`src/hdl/rms3_pkg.sv`:
```
// Shared types and constants of the 3x3 RMS shade filter.
`default_nettype none
package rms3_pkg;

  localparam int MAX_WIDTH  = 256;
  localparam int MAX_HEIGHT = 256;
  localparam int MAX_DIM    = (MAX_WIDTH > MAX_HEIGHT) ? MAX_WIDTH : MAX_HEIGHT;

  localparam int COORD_W = 8;
  localparam int SHADE_W = 8;
  localparam int GLOW_W  = 6;
  localparam int DIM_W   = 9;
  localparam int CFG_IDX_W = 2;

  localparam int MEM_DEPTH = MAX_WIDTH * MAX_HEIGHT;
  localparam int ADDR_W    = $clog2(MEM_DEPTH);

  // Neighbor coordinates carry two spare bits so that a step left of column
  // zero wraps to a value far above any frame size.
  localparam int NB_W = $clog2(MAX_DIM + 1) + 2;

  localparam int SQ_W     = 2 * SHADE_W;
  localparam int SUM_W    = $clog2(9 * 255 * 255 + 1);
  localparam int CNT_W    = $clog2(10);
  localparam int UNIT_W   = SQ_W + 1;
  localparam int DIV_STEPS  = SUM_W;
  localparam int SQRT_STEPS = SHADE_W;
  localparam int STEP_W     = $clog2(DIV_STEPS);

  localparam logic [SQ_W-1:0]  SQRT_START = SQ_W'(1) << (2 * (SHADE_W - 1));
  localparam logic [DIM_W-1:0] DIM_RESET  = DIM_W'(256);
  localparam logic [SHADE_W-1:0] SHADE_FULL = SHADE_W'(255);
  localparam int GLOW_SHIFT = 2;

  localparam logic FUNC_STORE = 1'b0;
  localparam logic FUNC_QUERY = 1'b1;

  localparam logic [CFG_IDX_W-1:0] CFG_FRAME_WIDTH  = CFG_IDX_W'(0);
  localparam logic [CFG_IDX_W-1:0] CFG_FRAME_HEIGHT = CFG_IDX_W'(1);

  typedef enum logic [2:0] {
    S_IDLE,
    S_READ,
    S_DRAIN,
    S_DIV,
    S_SQRT,
    S_DONE
  } state_t;

  typedef struct packed {
    logic [UNIT_W-1:0] a;
    logic [UNIT_W-1:0] b;
  } sub_req_t;

  typedef struct packed {
    logic [UNIT_W-1:0] diff;
    logic              ge;
  } sub_rsp_t;

endpackage
`default_nettype wire

```
`src/hdl/rms3_sub_unit.sv`:
```
// Shared subtract and compare unit used by the divider and square root steps.
`default_nettype none
module rms3_sub_unit
  import rms3_pkg::*;
(
  input  wire sub_req_t req,
  output sub_rsp_t      rsp
);

  logic [UNIT_W:0] wide;

  always_comb begin
    wide     = {1'b0, req.a} - {1'b0, req.b};
    rsp.diff = wide[UNIT_W-1:0];
    rsp.ge   = ~wide[UNIT_W];
  end

endmodule
`default_nettype wire

```
`config.mk`:
```
export PLATFORM = sky130hd
export DESIGN_NAME = rms3_sub_unit
export DESIGN_NICKNAME = d
export VERILOG_FILES = /design/src/hdl/rms3_pkg.sv /design/src/hdl/rms3_sub_unit.sv
export SDC_FILE = /design/constraint.sdc
export NUM_CORES = 1
export LEC_CHECK = 0
export BUFFER_PORTS_ARGS = -buffer_cell sky130_fd_sc_hd__clkbuf_2
export CORE_UTILIZATION = 40
export DETAILED_ROUTE_END_ITERATION = 8
export MAX_ROUTING_LAYER = met4
export PLACE_DENSITY = 0.73
export SYNTH_ARGS = -nofsm -noshare
export SYNTH_HDL_FRONTEND = slang
export SYNTH_SLANG_ARGS = --single-unit
```
`constraint.sdc`:
```
create_clock -name vclk -period 5.9
set_clock_uncertainty 0.2 [all_clocks]
set_input_delay 1.475 -clock vclk [all_inputs]
set_output_delay 1.475 -clock vclk [all_outputs]
set_load 0.01 [all_outputs]
```
== After elaboration in Yosys (flattened, before gate mapping) ==
Cells that the tools add are included.

* Add/sub/neg operators: 1
* Multipliers: 0
* Divide/modulo/power cells: 0
* Order comparisons: 0
* Eq/ne operators: 0
* Shifts and indexed selects: 0
* Mux-type cells: 0
* Bitwise operators: 1
* Reductions and logical operators: 0

{| class="wikitable"
|+ Operators by type and width
! cell !! number
|-
| 17-bit by 17-bit subtractor with 18-bit output || 1
|-
| 1-bit NOT || 1
|}

* Register bits after elaboration: 0
* Bits in latches: 0
* RAM bits: 0
* Memory bits (read-only): 0
* Bits of input ports: 34
* Output and inout port bits: 18
* Logic and storage cells: 2
* Memories: 0

== Logic depth before layout (Yosys ltp) ==
* Word-level depth: 2
* Depth in mapped cells: 9
* Depth with buffers taken out: 9

== Worst setup path before layout ==
No wires, ideal clock.

* Path type: input -> output
* Start: input req[17] (netlist bit)
* End: output rsp[15] (netlist bit)
* Arrival time: 3438 ps
* Data required time: 4225 ps
* Slack: 787 ps
* Stages on the path: 9
* Path buffers: 0
* Path through: inv_1 ha_1 inv_1 fa_1 a21o_1 a221o_2 a221oi_4 mux2i_1 o2111a_1

{| class="wikitable"
|+ RTL lines
! element !! RTL line !! source
|-
| start, declared || rms3_sub_unit.sv:6 || <nowiki>input wire sub_req_t req,</nowiki>
|-
| end, declared || rms3_sub_unit.sv:7 || <nowiki>output sub_rsp_t rsp</nowiki>
|}

==> flow_summary.ini <==
[critical_path]
crit_fanout = 4
cp_top_family = compound AO/OA/AOI/OAI gates
cp-endpoint = rsp[15]
worstSetupEndpointType = output port
arrival_ns = 3.74
critPathRequiredTime_ns = 4.22
cp_slowest_cell = fa_1
path_depth = 11
slowest_delay_ns = 0.40
crit_path_start_kind = input pin
critPathKind = in -> out
path_buf_inv = 4
crit_start = req[17]
critical_path.cell_chain = clkbuf_2 > inv_1 > ha_1 > inv_1 > fa_1 > a21o_1 > a221o_2 > a221oi_4 > mux2i_1 > o2111a_1 > clkbuf_2

[synthesis]
synth_nets = 186
yosysTopAreaCellShare_pct = 22.2
synth_cells = 134
synth.largest_area_cell = ha_1
synthTopCellsByArea = ha_1 22%, inv_1 8.2%, a21o_1 4.7%
synth-compound-area-share_pct = 35.1
ys_seq_area_share_pct = 0
synth_top_family_by_area = compound AO/OA/AOI/OAI gates
yosysWarnings = 0
avgSynthCellArea_um2 = 7.16
synthesis.area_um2 = 960
synth-simple-area-share_pct = 22.7
synth_mux_area_share_pct = 2.09
synth_cell_types = 41
synth-xor-area-share_pct = 7.30
synthAdderAreaFrac_pct = 24.3

[sta]
fin_tns_setup_ns = 0
min_period_ns = 5.42
finalCritPeriodShare_pct = 91.9
tightest_slew_ns = 0.366
slew_viol_final = 0
finalHoldViolCount = 0
slew_headroom_pct = 75.3
report.final.setup_viol = 0
fmax_ghz = 0.185
grt_setup_unrepaired = no

[final_layout]
seq_area_um2 = 0
final_layout_size_suffix_gt1_share_pct = 30.8
design_area_um2 = 1250
nFillCells = 209
antennaDiodeCount = 0
multi_input_area_um2 = 877
stdcell_count = 213
nNetsFinal = 239
nFlopsAndLatches = 0
utilization_pct = 56.0
area_growth_syn_to_layout_pct = 30.4
clock_buffers = 0

[global_route]
antenna_found_initial = 0
grt_util_all_layers_pct = 17.2
overflow = 0
grt_pass1_vias = 960
grt_pass1_wl_um = 3620
grt_max_degree = 9

[placed_design]
dp_hpwl_um = 2000
portBuffers = 52
dpl.cell_count = 213
routabilityCongestion = 0.789
postPlaceCellArea_um2 = 1250

[pwr]
pwr-share-clk_pct = 0
p_int_uw = 70.5
switchingPower_uw = 81.4
pwr-share-comb_pct = 100.0
finalPower_uw = 152
cellPowerDensity_nw_per_um2 = 121
vdd_drop_max_v = 0.0000585
seqPwrFrac_pct = 0
power_switching_share_pct = 53.6
p_leak_uw = 0.000707

[routing]
wl_met1_um = 1020
vias = 1153
routed_via_density = 5.41
wl_met2_um = 1170
top_layer_used = met3
drt-initial-drc-count = 13
routed_wl_um = 2310
drc_errors = 0
wl_per_cell_um = 10.8
antenna_left = 0
wl_met3_um = 110
firstDrtPassIters = 4

[die]
coreArea_um2 = 2230
die_y_um = 51.0
initial_utilization_pct = 43.0
ios = 52
fp-row-count = 17
die_w_um = 51.0
die-area_um2 = 2600

[clocking]
holdBufCountCts = 0
post-cts-setup-buffers = 0
cts_resized = 0

[run]
maxCapViolCount = 0

[worst_hold_path]
hold_class = in -> out
min_path_cells = 4
worstHoldStart = req[0]

[outcome]
run_status = finished, final reports clean
==> how the worst min path moves through the flow <==
| stage | endpoint | slack [ns] |
|---|---|---|
| 2_1_floorplan | rsp[1] | 2.91 |
| 3_3_place_gp | rsp[1] | 3.09 |
| 3_5_place_dp | rsp[1] | 3.09 |
| 4_1_cts | rsp[1] | 3.09 |
| 5_1_grt | rsp[1] | 3.12 |
| 6_report | rsp[1] | 3.09 |
==> per-stage QoR <==
stage / worst slack, ns / hold WS, ns
finish: 0.480 / 3.09
global route: 0.352 / 3.12
CTS: 0.465 / 3.09
detailed placement: 0.469 / 3.09
global placement: 0.579 / 3.09
floorplan: 0.787 / 2.91
==> cell usage after synthesis <==
library cell / n
nor4b_1: 2
xnor2_1: 4
inv_1: 21
a221oi_4: 1
mux2i_1: 2
and3_1: 2
or3_1: 1
o21a_1: 6
nand4_1: 1
or4_1: 2
nor2b_1: 1
a211o_1: 1
nor2_1: 6
a211oi_2: 1
a21o_1: 6
o21bai_1: 1
a21boi_0: 1
a311oi_1: 1
o211ai_1: 2
o311ai_1: 1
a211oi_1: 1
nand2_1: 5
o32ai_1: 1
and3_2: 1
and2_1: 2
nand4b_1: 1
o2111a_1: 2
or2_2: 1
o311ai_0: 1
nor3_1: 6
o21ai_1: 1
o21ai_0: 7
fa_1: 1
nand3_1: 2
nand2b_1: 6
ha_1: 17
a221o_2: 1
xor2_1: 4
clkbuf_1: 1
a31oi_1: 2
a21oi_1: 8
==> power groups by stage <==
stage | Clock (µW) | Combinational [µW] | Sequential, µW
floorplan | 0 | 103 | 0
global placement | 0 | 148 | 0
detailed placement | 0 | 151 | 0
CTS | 0 | 152 | 0
global route | 0 | 168 | 0
finish | 0 | 152 | 0
==> tightest hold or removal path, stage by stage <==
cell,delay (ns)
clkbuf_2,0.08
ha_1,0.12
inv_1,0.03
clkbuf_2,0.11
==> routing by layer <==
metal	track usage (%)	vias up
li1	-	601
met1	19.9	517
met2	33.3	35
met3	0.595	0
met4	1.85	0
met5	-	-
==> layout make-up <==
class	count	share of cell area (%)
multi-input cells	112	70.1
well taps	28	2.80
inverters	21	6.30
repair buffers	52	20.8
==> cell usage in the layout (no fill, tap or decap), types with 4 or more instances in the layout <==
cell       n
o21a_1     6
o21ai_0    7
a21oi_1    8
ha_1      17
a21o_1     6
inv_1     21
xor2_1     4
nand2b_1   6
nor3_1     6
nor2_1     6
clkbuf_2  52
nand2_1    5
xnor2_1    4
==> cells by family (layout without fill, tap and decap cells) <==
group           count (synthesis)  after routing
mux                             2              2
simple gates                   39             39
xor+xnor                        8              8
buf+inv                        22             73
compound gates                 45             45
fa+ha+maj                      18             18
No activity file was read; power rests on OpenSTA's default activity.
